--- src/design/ura_pkg.sv ---
package ura_pkg;

  // Radix modes
  localparam logic [1:0] MODE_DEC  = 2'd0;
  localparam logic [1:0] MODE_OCT  = 2'd1;
  localparam logic [1:0] MODE_HEXL = 2'd2;
  localparam logic [1:0] MODE_HEXU = 2'd3;

  // Size modes (code 3 falls back to 32 bits)
  localparam logic [1:0] SIZE_32 = 2'd0;
  localparam logic [1:0] SIZE_64 = 2'd1;
  localparam logic [1:0] SIZE_16 = 2'd2;

  // ASCII codes
  localparam logic [6:0] CH_ZERO    = 7'h30;
  localparam logic [6:0] CH_LOWER_X = 7'h78;
  localparam logic [6:0] CH_UPPER_X = 7'h58;
  localparam logic [6:0] CH_LOWER_A = 7'h61;
  localparam logic [6:0] CH_UPPER_A = 7'h41;

  typedef enum logic [2:0] {
    ST_IDLE,
    ST_SETUP,
    ST_CONV,
    ST_PFX0,
    ST_PFXX,
    ST_SKIP,
    ST_EMIT
  } state_t;

  typedef enum logic [1:0] {
    EMIT_NONE,
    EMIT_ZERO,
    EMIT_X,
    EMIT_DIGIT
  } emit_t;

  typedef enum logic [1:0] {
    PFX_NONE,
    PFX_OCT,
    PFX_HEX
  } pfx_t;

  typedef struct packed {
    logic  load;
    logic  conv;
    logic  shift;
    emit_t emit;
  } cmd_t;

  typedef struct packed {
    logic is_dec;
    pfx_t pfx;
    logic conv_last;
    logic top_zero;
    logic one_left;
  } status_t;

  // Map one digit value to its ASCII character
  function automatic logic [6:0] digit_char(input logic [3:0] d, input logic upper);
    logic [6:0] c;
    if (d < 4'd10) begin
      c = CH_ZERO + {3'b000, d};
    end else if (upper) begin
      c = CH_UPPER_A + {3'b000, d} - 7'd10;
    end else begin
      c = CH_LOWER_A + {3'b000, d} - 7'd10;
    end
    return c;
  endfunction

endpackage

--- src/design/unsigned_to_radix_ascii.sv ---
// Unsigned integer to ASCII text in decimal, octal or hex.
//
// Input: raise start with value, mode, size_mode and alt_form; the item is
// taken at the clock edge where start is high and busy is low. busy stays
// high until the final character has been issued.
// Output: one character per strobe cycle on char_code, with last set on the
// final character. Characters are issued without back-pressure; the
// receiver must take each one in the cycle it appears.
// Sequence: a setup step after the start transfer, then
//   decimal: bit-serial shift-and-add-3 conversion of the VALUE_BITS input
//            bits, then the BCD digit slots in turn (leading zeros dropped);
//   octal:   optional 0 prefix, then the octal digit slots in turn;
//   hex:     optional 0x or 0X prefix, then the hex digit slots in turn.
// A new item can be started in the cycle the last character is on the port.
// Reset (rst, synchronous) returns the controller to idle and drops strobe.
module unsigned_to_radix_ascii #(
  parameter int VALUE_BITS = 64
) (
  input  logic                  clk,
  input  logic                  rst,
  input  logic                  start,
  output logic                  busy,
  input  logic [VALUE_BITS-1:0] value,
  input  logic [1:0]            mode,
  input  logic [1:0]            size_mode,
  input  logic                  alt_form,
  output logic [6:0]            char_code,
  output logic                  last,
  output logic                  strobe
);
  import ura_pkg::*;

  cmd_t    cmd;
  status_t status;

  ura_ctrl u_ctrl (
    .clk    (clk),
    .rst    (rst),
    .start  (start),
    .status (status),
    .cmd    (cmd),
    .busy   (busy)
  );

  ura_datapath #(
    .VALUE_BITS (VALUE_BITS)
  ) u_datapath (
    .clk       (clk),
    .rst       (rst),
    .cmd       (cmd),
    .value     (value),
    .mode      (mode),
    .size_mode (size_mode),
    .alt_form  (alt_form),
    .status    (status),
    .char_code (char_code),
    .last      (last),
    .strobe    (strobe)
  );

endmodule

--- src/design/ura_ctrl.sv ---
module ura_ctrl (
  input  logic             clk,
  input  logic             rst,
  input  logic             start,
  input  ura_pkg::status_t status,
  output ura_pkg::cmd_t    cmd,
  output logic             busy
);
  import ura_pkg::*;

  state_t state, state_next;

  // State register
  always_ff @(posedge clk) begin
    if (rst) begin
      state <= ST_IDLE;
    end else begin
      state <= state_next;
    end
  end

  // Next state and commands
  always_comb begin
    state_next = state;
    cmd.load   = 1'b0;
    cmd.conv   = 1'b0;
    cmd.shift  = 1'b0;
    cmd.emit   = EMIT_NONE;
    unique case (state)
      ST_IDLE: begin
        if (start) begin
          cmd.load   = 1'b1;
          state_next = ST_SETUP;
        end
      end
      ST_SETUP: begin
        if (status.is_dec) begin
          state_next = ST_CONV;
        end else if (status.pfx != PFX_NONE) begin
          state_next = ST_PFX0;
        end else begin
          state_next = ST_SKIP;
        end
      end
      ST_CONV: begin
        cmd.conv = 1'b1;
        if (status.conv_last) begin
          state_next = ST_SKIP;
        end
      end
      ST_PFX0: begin
        cmd.emit   = EMIT_ZERO;
        state_next = (status.pfx == PFX_HEX) ? ST_PFXX : ST_SKIP;
      end
      ST_PFXX: begin
        cmd.emit   = EMIT_X;
        state_next = ST_SKIP;
      end
      ST_SKIP: begin
        // drop leading zeros, keep at least one digit
        cmd.shift = 1'b1;
        if (!(status.top_zero && !status.one_left)) begin
          cmd.emit   = EMIT_DIGIT;
          state_next = status.one_left ? ST_IDLE : ST_EMIT;
        end
      end
      ST_EMIT: begin
        cmd.shift = 1'b1;
        cmd.emit  = EMIT_DIGIT;
        if (status.one_left) begin
          state_next = ST_IDLE;
        end
      end
      default: begin
        state_next = ST_IDLE;
      end
    endcase
  end

  assign busy = (state != ST_IDLE);

endmodule

--- src/design/ura_datapath.sv ---
module ura_datapath #(
  parameter int VALUE_BITS = 64
) (
  input  logic                  clk,
  input  logic                  rst,
  input  ura_pkg::cmd_t         cmd,
  input  logic [VALUE_BITS-1:0] value,
  input  logic [1:0]            mode,
  input  logic [1:0]            size_mode,
  input  logic                  alt_form,
  output ura_pkg::status_t      status,
  output logic [6:0]            char_code,
  output logic                  last,
  output logic                  strobe
);
  import ura_pkg::*;

  localparam int DEC_DIGITS = (VALUE_BITS * 30103) / 100000 + 1;
  localparam int OCT_DIGITS = (VALUE_BITS + 2) / 3;
  localparam int HEX_DIGITS = (VALUE_BITS + 3) / 4;
  localparam int MAX_DIGITS = (OCT_DIGITS > DEC_DIGITS) ? OCT_DIGITS : DEC_DIGITS;
  localparam int SR_W       = 4 * DEC_DIGITS;
  localparam int OCT_SHIFT  = SR_W - 3 * OCT_DIGITS;
  localparam int HEX_SHIFT  = SR_W - 4 * HEX_DIGITS;
  localparam int CNT_W      = $clog2(MAX_DIGITS + 1);
  localparam int BIT_W      = $clog2(VALUE_BITS + 1);

  logic [VALUE_BITS-1:0] num;
  logic [VALUE_BITS-1:0] narrowed;
  logic [VALUE_BITS-1:0] mask;
  logic [SR_W-1:0]       sr;
  logic [SR_W-1:0]       sr_adj;
  logic [SR_W-1:0]       value_ext;
  logic [CNT_W-1:0]      cnt;
  logic [BIT_W-1:0]      bits;
  logic [1:0]            mode_q;
  pfx_t                  pfx;
  pfx_t                  pfx_in;
  logic                  is_oct;
  logic [3:0]            digit;

  // Narrow the incoming value
  always_comb begin
    unique case (size_mode)
      SIZE_64: mask = '1;
      SIZE_16: mask = VALUE_BITS'(17'h0FFFF);
      default: mask = VALUE_BITS'(33'h0FFFFFFFF);
    endcase
    narrowed  = value & mask;
    value_ext = {{(SR_W - VALUE_BITS){1'b0}}, narrowed};
  end

  // Decide the prefix from the value before narrowing
  always_comb begin
    pfx_in = PFX_NONE;
    if (alt_form && (value != '0)) begin
      unique case (mode) inside
        MODE_OCT:             pfx_in = PFX_OCT;
        MODE_HEXL, MODE_HEXU: pfx_in = PFX_HEX;
        default:              pfx_in = PFX_NONE;
      endcase
    end
  end

  // Add 3 to every BCD digit of five or more
  always_comb begin
    for (int i = 0; i < DEC_DIGITS; i++) begin
      if (sr[4*i +: 4] >= 4'd5) begin
        sr_adj[4*i +: 4] = sr[4*i +: 4] + 4'd3;
      end else begin
        sr_adj[4*i +: 4] = sr[4*i +: 4];
      end
    end
  end

  assign is_oct = (mode_q == MODE_OCT);
  assign digit  = is_oct ? {1'b0, sr[SR_W-1 -: 3]} : sr[SR_W-1 -: 4];

  // Load, convert one bit, or advance one digit
  always_ff @(posedge clk) begin
    if (cmd.load) begin
      num    <= narrowed;
      mode_q <= mode;
      pfx    <= pfx_in;
      bits   <= BIT_W'(VALUE_BITS);
      unique case (mode)
        MODE_DEC: begin
          sr  <= '0;
          cnt <= CNT_W'(DEC_DIGITS);
        end
        MODE_OCT: begin
          sr  <= value_ext << OCT_SHIFT;
          cnt <= CNT_W'(OCT_DIGITS);
        end
        default: begin
          sr  <= value_ext << HEX_SHIFT;
          cnt <= CNT_W'(HEX_DIGITS);
        end
      endcase
    end else if (cmd.conv) begin
      sr   <= {sr_adj[SR_W-2:0], num[VALUE_BITS-1]};
      num  <= {num[VALUE_BITS-2:0], 1'b0};
      bits <= bits - 1'b1;
    end else if (cmd.shift) begin
      sr  <= is_oct ? (sr << 3) : (sr << 4);
      cnt <= cnt - 1'b1;
    end
  end

  assign status.is_dec    = (mode_q == MODE_DEC);
  assign status.pfx       = pfx;
  assign status.conv_last = (bits == BIT_W'(1));
  assign status.top_zero  = (digit == 4'd0);
  assign status.one_left  = (cnt == CNT_W'(1));

  // Strobe for one cycle per character transfer
  always_ff @(posedge clk) begin
    if (rst) begin
      strobe <= 1'b0;
    end else begin
      strobe <= (cmd.emit != EMIT_NONE);
    end
  end

  // Hold the character until the next one
  always_ff @(posedge clk) begin
    unique case (cmd.emit)
      EMIT_ZERO: begin
        char_code <= CH_ZERO;
        last      <= 1'b0;
      end
      EMIT_X: begin
        char_code <= (mode_q == MODE_HEXU) ? CH_UPPER_X : CH_LOWER_X;
        last      <= 1'b0;
      end
      EMIT_DIGIT: begin
        char_code <= digit_char(digit, mode_q == MODE_HEXU);
        last      <= status.one_left;
      end
      default: begin
        char_code <= char_code;
        last      <= last;
      end
    endcase
  end

endmodule

--- config.mk ---
export PLATFORM = sky130hd
export DESIGN_NAME = unsigned_to_radix_ascii
export DESIGN_NICKNAME = d
export VERILOG_FILES = /design/src/design/ura_pkg.sv /design/src/design/unsigned_to_radix_ascii.sv /design/src/design/ura_ctrl.sv /design/src/design/ura_datapath.sv
export SDC_FILE = /design/constraint.sdc
export NUM_CORES = 1
export LEC_CHECK = 0
export BUFFER_PORTS_ARGS = -buffer_cell sky130_fd_sc_hd__clkbuf_2
export CORE_MARGIN = 10
export CORE_UTILIZATION = 56
export CTS_BUF_LIST = sky130_fd_sc_hd__clkbuf_8
export DETAILED_ROUTE_END_ITERATION = 10
export PLACE_DENSITY = 0.86
export SKIP_LAST_GASP = 1
export SYNTH_ARGS = -nofsm -noshare
export SYNTH_HDL_FRONTEND = slang
export SYNTH_HIERARCHICAL = 1
export SYNTH_SLANG_ARGS = --single-unit
--- constraint.sdc ---
create_clock -name clk -period 5.1 [get_ports clk]
set_input_delay 0.51 -clock clk [delete_from_list [all_inputs] [get_ports clk]]
set_output_delay 0.51 -clock clk [all_outputs]
set_load 0.05 [all_outputs]
==> results of run 1 <==
## cells by family (layout without fill, tap and decap cells)
family / count (synthesis) / in the layout / share of synthesized area (%)
AOI/OAI and AO/OA: 347 / 347 / 20.2
xor gates and xnor gates: 42 / 42 / 3.26
buffers and inverters: 175 / 228 / 6.55
adders and majority gates: 44 / 44 / 4.88
DFF: 172 / 172 / 44.8
and+or+nand+nor: 353 / 353 / 14.9
muxes: 57 / 57 / 5.39
## path summary, 6_finish.rpt
check | start | to | slack [ns] | cells after the start
setup reg to reg | u_ctrl/state[2] | u_datapath/sr[46] | 1.78 | 7
setup / recovery | u_ctrl/state[2] | u_datapath/sr[46] | 1.78 | 7
hold reg to reg | u_datapath/bits[4] | u_datapath/bits[4] | 0.54 | 2
hold / removal | rst | u_datapath/strobe | 0.26 | 2
## Yosys cell counts, types with 4 or more instances
cell / count / area share (%)
mux2_2: 25 / 2.5
nor2_1: 60 / 2.0
xor2_1: 18 / 1.4
a211o_1: 6 / 0.47
nor4_1: 17 / 0.94
clkbuf_1: 29 / 0.97
nor3b_1: 27 / 1.8
a211oi_1: 32 / 2.1
buf_2: 41 / 1.8
ha_1: 44 / 4.9
nand2_1: 167 / 5.6
o31ai_1: 10 / 0.67
nand2b_1: 29 / 1.6
o22ai_1: 5 / 0.28
dfxtp_1: 11 / 2.0
nand4_1: 5 / 0.28
a221o_1: 13 / 1.2
and2_1: 5 / 0.28
nor2b_1: 9 / 0.50
mux2i_1: 27 / 2.4
o21ai_1: 25 / 1.1
o211ai_1: 8 / 0.53
a31oi_1: 4 / 0.22
xnor2_1: 24 / 1.9
mux2_1: 5 / 0.50
nor3_1: 8 / 0.36
a22oi_1: 19 / 1.3
o32ai_1: 4 / 0.31
edfxtp_1: 161 / 43
a21oi_1: 67 / 3.0
a222oi_1: 4 / 0.36
o221ai_1: 24 / 1.9
inv_1: 96 / 3.2
o21ai_0: 89 / 4.0
or3_1: 12 / 0.67
a22o_1: 20 / 1.6
## worst reg2reg max path: cells and delay by family (launching register included)
kind	cells	cell delay (ns)
buffers and inverters	2	1.01
and+or+nand+nor	3	1.02
AOI/OAI and AO/OA	2	0.57
DFF	1	0.49
## sequential cells by signal (all words and copies together) (netlist names)
signal                flops
u_datapath/last           1
u_datapath/sr            80
u_datapath/bits           7
u_datapath/num           64
u_datapath/char_code      7
u_datapath/strobe         1
u_ctrl/state              3
u_datapath/pfx            2
u_datapath/mode_q         2
u_datapath/cnt            5
## layer usage
metal  track usage, %  up-vias  wire, microns
li1                 -     4415              -
met1             29.4     4634          12000
met2             34.9      721          13900
met3             6.27      120           3720
met4             10.2        0           1260
met5                0        -              0
## power by group through the flow
| stage | registers, W | clock network, W | logic (W) |
|---|---|---|---|
| 2_1_floorplan | 0.00322 | 0 | 0.00288 |
| 3_3_place_gp | 0.00327 | 0 | 0.00360 |
| 3_5_place_dp | 0.00330 | 0 | 0.00374 |
| 4_1_cts | 0.00328 | 0.000936 | 0.00377 |
| 5_1_grt | 0.00339 | 0.000994 | 0.00422 |
| 6_report | 0.00331 | 0.000926 | 0.00385 |
## metrics by stage
| step | setup WS (ns) | power, W |
|---|---|---|
| after CTS | 1.82 | 0.00799 |
| after global routing | 1.63 | 0.00861 |
| final | 1.78 | 0.00808 |
| after detailed placement | 1.84 | 0.00704 |
| after floorplan | 0.634 | 0.00610 |
| after global placement | 1.88 | 0.00687 |
## area by class of cell
| cell class | instances | area [sq um] | share of cell area (%) |
|---|---|---|---|
| tap | 265 | 332 | 2.72 |
| sequential | 172 | 5050 | 41.5 |
| multi-input combinational | 843 | 5520 | 45.3 |
| timing repair buffer | 97 | 526 | 4.32 |
| inverter | 99 | 373 | 3.06 |
| clock inverter | 15 | 140 | 1.15 |
| clock buffer | 17 | 234 | 1.92 |
==> results.yml, run 1 <==
grt:
  gr-usage-all-layers_pct: 22.7
  grt_max_degree: 82
  grt_pass1_wl_mm: 48.9
  antenna_found_initial: 0
  overflow: 0
  grt_pass1_vias: 9362
yosys:
  syn_area_sq_mm: 0.0113
  seq_area_frac_synth_pct: 44.8
  yosys_warnings: 6
  async_flop_share_pct: 0
  syn_inst: 1190
  synth-seq-cells: 172
  yosysUniqueCellTypes: 58
  syn_nets: 1306
  synth-edff-count: 161
  syn_area_per_cell_sq_um: 9.47
  ys.flop_type: "edfxtp_1"
power:
  clkPwrFrac_pct: 11.5
  intPower_w: 0.00459
  netSwitchingPower_w: 0.00350
  p_sw_share_pct: 43.2
  seqPwrFrac_pct: 41.0
  p_comb_share_pct: 47.6
  power.density_mw_per_mm2: 664
  irDropWorstVdd_mv: 0.363
  p_leak_nw: 4.66
critical_path:
  slowest_stage: "buf_4"
  worstSetupPathType: "reg -> reg"
  critical-path-top-delay-family: "buffers and inverters"
  crit_path_start_kind: "flip-flop"
  critical_path.max_fanout: 81
  crit_arrival_ns: 3.55
  crit_path_max_incr_delay_ns: 0.80
  crit_chain: "or3_1 -> nor2_4 -> nor2_1 -> clkinv_2 -> buf_4 -> o22ai_1 -> a211o_1"
  crit_buf_inv: 2
  setup.worst_path.end_class: "flip-flop"
  cp_data_required_time_ns: 5.33
clock_tree:
  htree_levels: 4
  cts_made_buffers: 17
  cts_buffer_depth: 2
  ctsHoldBuffers: 0
  cts_resized: 0
  cts.sinks: 172
  cts_root_buf: "clkbuf_8"
  cts_setup_buffers: 0
  cts.clk_slew.worst_paths_ns: 0.10
  cts_tree: "built"
  insertion_delay_ns: 0.47
sta:
  timing.hold.ws_ns: 0.255
  post-route-period-util_pct: 65.1
  maxSlewHeadroom_pct: 16.9
  fin_crit_ns: 3.32
  final_hold_viol_count: 0
  tightest_slew_ns: 1.25
  rsz0062_at_grt: "no"
  clock.fmax_mhz: 301
  finalMaxSlewViolations: 0
  fin_worst_skew_ns: 0.0100
  tns_ns: 0
  final-setup-viol-count: 0
final_layout:
  layout_commonest_cell: "nand2_1"
  nFillCells: 1636
  stdcell_count: 1508
  design_area_sq_mm: 0.0122
  drive_above_1_share_pct: 13.5
  diodes: 0
  fin_util_pct: 61.9
  nNetsFinal: 1346
  area_growth_pct: 7.99
  layout_common_cells: "nand2_1 (167), edfxtp_1 (161), inv_1 (97)"
floorplanning:
  row_count: 51
  core-area_sq_mm: 0.0197
  io_pins: 82
  start_util_pct: 57.4
  chipHeight_microns: 162
  die_w_microns: 162
  die_area_sq_mm: 0.0262
routing:
  drcViolationCount: 0
  vias: 9890
  drt_iter0_drc: 1488
  final_antenna_net_count: 0
  wirelength_mm: 30.9
  wl_per_cell_microns: 20.5
  viasPerCell: 6.56
  dr.pass1.iters: 6
status:
  status: "complete, no violations"
job:
  cap_violations: 0
placed_design:
  port_buffers: 81
  place_hpwl_mm: 20.7
  placed_area_sq_mm: 0.0118
  gp_congestion: 0.908
  place_inst: 1476
worst_hold_path:
  hp-class: "in -> reg"
No activity file was read; power rests on OpenSTA's default activity.
==> run 2, diff against run 1 <==
==> constraint.sdc (replaced) <==
create_clock -name clk -period 3.3 [get_ports clk]
set_input_delay 0.33 -clock clk [delete_from_list [all_inputs] [get_ports clk]]
set_output_delay 0.33 -clock clk [all_outputs]
set_load 0.05 [all_outputs]
==> run 2 against run 1 <==
Via count is 1.7% lower. Global-route usage grew 0.085 points. Cell count grew 0.80%. Wire length fell by 0.60%. Highest routed layer unchanged. Total power grew 57%. Clock power is 64% higher. Design area up 1.4%. First-iteration DRC count shrank 15%. Combinational power increased by 57%. Critical path depth did not move.
==> results.yml, run 2 (synthesized netlist as in run 1, its figures left out) <==
floorplanning:
  chipHeight_microns: 162
  start_util_pct: 57.4
  die_w_microns: 162
  io_pins: 82
  row_count: 51
  core-area_sq_mm: 0.0197
  die_area_sq_mm: 0.0262
clock_tree:
  cts_buffer_depth: 2
  cts_tree: "built"
  cts_resized: 0
  htree_levels: 4
  insertion_delay_ns: 0.48
  ctsHoldBuffers: 0
  cts.sinks: 172
  cts_setup_buffers: 0
  cts_root_buf: "clkbuf_8"
  cts.clk_slew.worst_paths_ns: 0.09
  cts_made_buffers: 17
status:
  status: "complete, no violations"
critical_path:
  worstSetupPathType: "reg -> reg"
  cp_data_required_time_ns: 3.60
  crit_arrival_ns: 3.04
  rrSetupSlack_ns: 0.56
  critical_path.max_fanout: 49
  setup.worst_path.end_class: "flip-flop"
  crit_path_start_kind: "flip-flop"
sta:
  tightest_slew_ns: 0.700
  finalMaxSlewViolations: 0
  fin_worst_skew_ns: 0.0163
  post-route-period-util_pct: 82.9
  final-setup-viol-count: 0
  maxSlewHeadroom_pct: 53.1
  final_hold_viol_count: 0
  rsz0062_at_grt: "no"
  clock.fmax_mhz: 366
  fin_crit_ns: 2.74
  tns_ns: 0
final_layout:
  nNetsFinal: 1358
  area_growth_pct: 9.46
  layout_commonest_cell: "nand2_1"
  diodes: 0
  drive_above_1_share_pct: 14.5
  top_regs: "u_datapath/sr (80), u_datapath/num (64)"
  stdcell_count: 1520
  largest_register: "u_datapath/sr"
  layout_common_cells: "nand2_1 (167), edfxtp_1 (161), inv_1 (96)"
  largest_reg_flops: 80
placed_design:
  port_buffers: 81
  gp_congestion: 0.912
  place_inst: 1488
  place_hpwl_mm: 20.7
worst_hold_path:
  hp-class: "in -> reg"
grt:
  grt_pass1_vias: 9477
  gr-usage-all-layers_pct: 22.8
  grt_pass1_wl_mm: 48.8
  grt_max_degree: 84
  antenna_found_initial: 0
  overflow: 0
power:
  power.density_mw_per_mm2: 1030
  irDropWorstVdd_mv: 0.538
  p_leak_nw: 4.75
  p_total_w: 0.0127
routing:
  dr.pass1.iters: 6
  vias: 9721
  viasPerCell: 6.40
  wirelength_mm: 30.7
  drcViolationCount: 0
  final_antenna_net_count: 0
  drt_iter0_drc: 1271
  wl_per_cell_microns: 20.2
job:
  cap_violations: 0
## run 2: worst max-delay path, stage by stage (launching register included)
cell and delay (ns):
dfxtp_1 0.48, or3_1 0.45, nor2_4 0.18, buf_4 0.47, and3_1 0.23, buf_4 0.44
nand2_1 0.13, o221ai_1 0.12
## run 2: stage by stage
stage	setup WS (ns)	cell area [sq um]	util [%]	hold slack (ns)
finish	0.564	12300	62.8	0.0652
global route	0.406	12300	62.8	0.0629
CTS	0.619	12300	62.8	0.0513
detailed placement	0.623	11900	60.8	0.489
global placement	0.749	11900	60.8	0.483
floorplan	0.319	11300	-	0.402
## run 2: final timing paths
check,startpoint,depth (start not counted),end
min reg2reg,u_datapath/bits[1],2,u_datapath/bits[1]
max,u_ctrl/state[2],7,u_datapath/sr[53]
min,rst,2,u_datapath/strobe
max reg2reg,u_ctrl/state[2],7,u_datapath/sr[53]
## run 2: layout make-up
| cell class | instances | area (sq um) |
|---|---|---|
| clock inverters | 13 | 138 |
| clock buffers | 19 | 262 |
| inverters | 99 | 373 |
| flip-flops and latches | 172 | 5050 |
| well taps | 265 | 332 |
| fillers | 1533 | 7310 |
| repair buffers | 109 | 666 |
| multi-input cells | 843 | 5520 |
## run 2: layer usage
| layer | vias up | GRT usage [%] | part of all wire, % |
|---|---|---|---|
| li1 | 4441 | - | - |
| met1 | 4523 | 28.3 | 38 |
| met2 | 639 | 36.4 | 47 |
| met3 | 118 | 5.69 | 11 |
| met4 | 0 | 11.3 | 4.2 |
| met5 | - | 0 | 0 |
## run 2: power breakdown
group / total [W] / leakage [nW] / internal (W) / switching, W
registers: 0.00514 / 1.64 / 0.00417 / 0.000970
clock network: 0.00152 / 0.199 / 0.000716 / 0.000805
logic: 0.00605 / 2.91 / 0.00242 / 0.00363
==> run 3, diff against run 2 <==
--- a/config.mk
+++ b/config.mk
@@ -10,7 +10,7 @@
 export CORE_UTILIZATION = 56
 export CTS_BUF_LIST = sky130_fd_sc_hd__clkbuf_8
 export DETAILED_ROUTE_END_ITERATION = 10
-export PLACE_DENSITY = 0.86
+export PLACE_DENSITY = 0.89
 export SKIP_LAST_GASP = 1
 export SYNTH_ARGS = -nofsm -noshare
 export SYNTH_HDL_FRONTEND = slang
==> constraint.sdc (replaced) <==
create_clock -name clk -period 2.5 [get_ports clk]
set_input_delay 0.25 -clock clk [delete_from_list [all_inputs] [get_ports clk]]
set_output_delay 0.25 -clock clk [all_outputs]
set_load 0.05 [all_outputs]
==> run 3 against run 2 <==
Cell count increased by 1.1%. Total power rose by 33%. Sequential share of layout area shrank 0.56 points. Critical endpoint is now u_datapath/char_code[4]. Non-clock buffer count is 17 higher.
==> results.yml, run 3 (synthesized netlist as in run 1, its figures left out) <==
sta:
  final_hold_viol_count: 0
  fin_crit_ns: 2.27
  maxSlewHeadroom_pct: 52.8
  final-setup-viol-count: 0
  post-route-period-util_pct: 90.9
  finalMaxSlewViolations: 0
  tightest_slew_ns: 0.705
  rsz0062_at_grt: "no"
  tns_ns: 0
  clock.fmax_mhz: 440
  fin_worst_skew_ns: 0.0105
placed_design:
  place_hpwl_mm: 21.9
  gp_congestion: 0.953
  port_buffers: 81
grt:
  grt_pass1_vias: 9516
  antenna_found_initial: 1
  overflow: 0
  grt_pass1_wl_mm: 49.3
  gr-usage-all-layers_pct: 23.0
  grt_max_degree: 86
clock_tree:
  cts_root_buf: "clkbuf_8"
  cts_made_buffers: 17
  cts_buffer_depth: 2
  cts.sinks: 172
  cts_setup_buffers: 0
  cts_tree: "built"
  htree_levels: 4
  cts_resized: 0
  cts.clk_slew.worst_paths_ns: 0.10
  insertion_delay_ns: 0.46
critical_path:
  worstSetupStartpoint: "u_datapath/cnt[1]"
  worst_r2r_path_depth: 8
  critical_path.max_fanout: 5
  worstSetupPathType: "reg -> reg"
  setup.worst_path.end_class: "flip-flop"
  rrSetupSlack_ns: 0.23
  r2r_end: "u_datapath/char_code[4]"
  crit-reg2reg-launch: "u_datapath/cnt[1]"
  crit_arrival_ns: 2.50
  cp_data_required_time_ns: 2.72
  crit_path_start_kind: "flip-flop"
  endpoint: "u_datapath/char_code[4]"
power:
  irDropWorstVdd_mv: 0.664
  power.density_mw_per_mm2: 1360
  p_leak_nw: 4.84
floorplanning:
  io_pins: 82
  chipHeight_microns: 162
  die_area_sq_mm: 0.0262
  core-area_sq_mm: 0.0197
  start_util_pct: 57.4
  die_w_microns: 162
  row_count: 51
routing:
  vias: 9906
  wl_per_cell_microns: 20.2
  final_antenna_net_count: 0
  drcViolationCount: 0
  viasPerCell: 6.45
  dr.pass1.iters: 9
  wirelength_mm: 31.0
  drt_iter0_drc: 1526
final_layout:
  largest_reg_flops: 80
  largest_register: "u_datapath/sr"
  area_growth_pct: 11.0
  layout_commonest_cell: "nand2_1"
  final-seq-area_sq_mm: 0.00505
  diodes: 0
  top_regs: "u_datapath/sr (80), u_datapath/num (64)"
  fin_util_pct: 63.7
  layout_common_cells: "nand2_1 (167), edfxtp_1 (161), inv_1 (97)"
  nFillCells: 1536
  multiInputGateArea_sq_mm: 0.00552
  nNetsFinal: 1375
  drive_above_1_share_pct: 15.5
worst_hold_path:
  hp-class: "in -> reg"
  worstHoldPathCells: 3
job:
  cap_violations: 0
status:
  status: "complete, no violations"
## run 3: report_power, final
| group | internal, W | switching (W) |
|---|---|---|
| logic | 0.00341 | 0.00501 |
| registers | 0.00549 | 0.00116 |
| clock network | 0.000806 | 0.00109 |
## run 3: cell type report
type                            instances  area share, %
Tap cell                              265           2.65
Timing Repair Buffer                  126           6.86
Clock inverter                         14           1.10
Sequential cell                       172           40.4
Multi-Input combinational cell        843           44.1
Inverter                               99           2.98
Clock buffer                           17           1.87
## run 3: critical path, stage by stage (launching register included)
cell and delay, ns:
edfxtp_1 0.41, inv_1 0.09, ha_1 0.14, nor4b_1 0.43, nor2b_1 0.16, o21ai_1 0.15
and2_1 0.19, nand2_1 0.13, or3_1 0.33
## run 3: stage by stage
stage                     instance area (sq um)  setup slack, ns  power (W)  hold slack [ns]  cells
after floorplan                           11300           0.0192     0.0124            0.322   1190
after global placement                    12100            0.292     0.0144            0.480   1504
after detailed placement                  12100            0.248     0.0148            0.499   1504
after CTS                                 12500            0.237     0.0168           0.0992   1536
after global routing                      12500           0.0155     0.0180            0.107   1536
final                                     12500            0.228     0.0170            0.119   1536
## run 3: worst min-delay path by stage
| stage | start | end | slack (ns) |
|---|---|---|---|
| floorplan | rst | u_datapath/strobe | 0.32 |
| global placement | u_datapath/bits[1] | u_datapath/bits[1] | 0.48 |
| detailed placement | u_datapath/bits[1] | u_datapath/bits[1] | 0.50 |
| CTS | value[44] | u_datapath/num[44] | 0.1 |
| global route | alt_form | u_datapath/pfx[0] | 0.11 |
| finish | value[44] | u_datapath/num[44] | 0.12 |
## run 3: metal layers
metal / vias to the layer above / wire (microns) / part of all wire, % / GRT usage (%)
met5: - / 19 / 0.061 / 0
met4: 2 / 1220 / 3.9 / 11.5
met3: 124 / 3370 / 11 / 4.95
met2: 708 / 14700 / 47 / 36.7
met1: 4590 / 11800 / 38 / 29.1
li1: 4482 / - / - / -
## run 3: repair_timing
item | in CTS | in global routing
hold buffers | 1 | 0
setup endpoints to repair | 0 | 0
hold endpoints to repair | 1 | 0
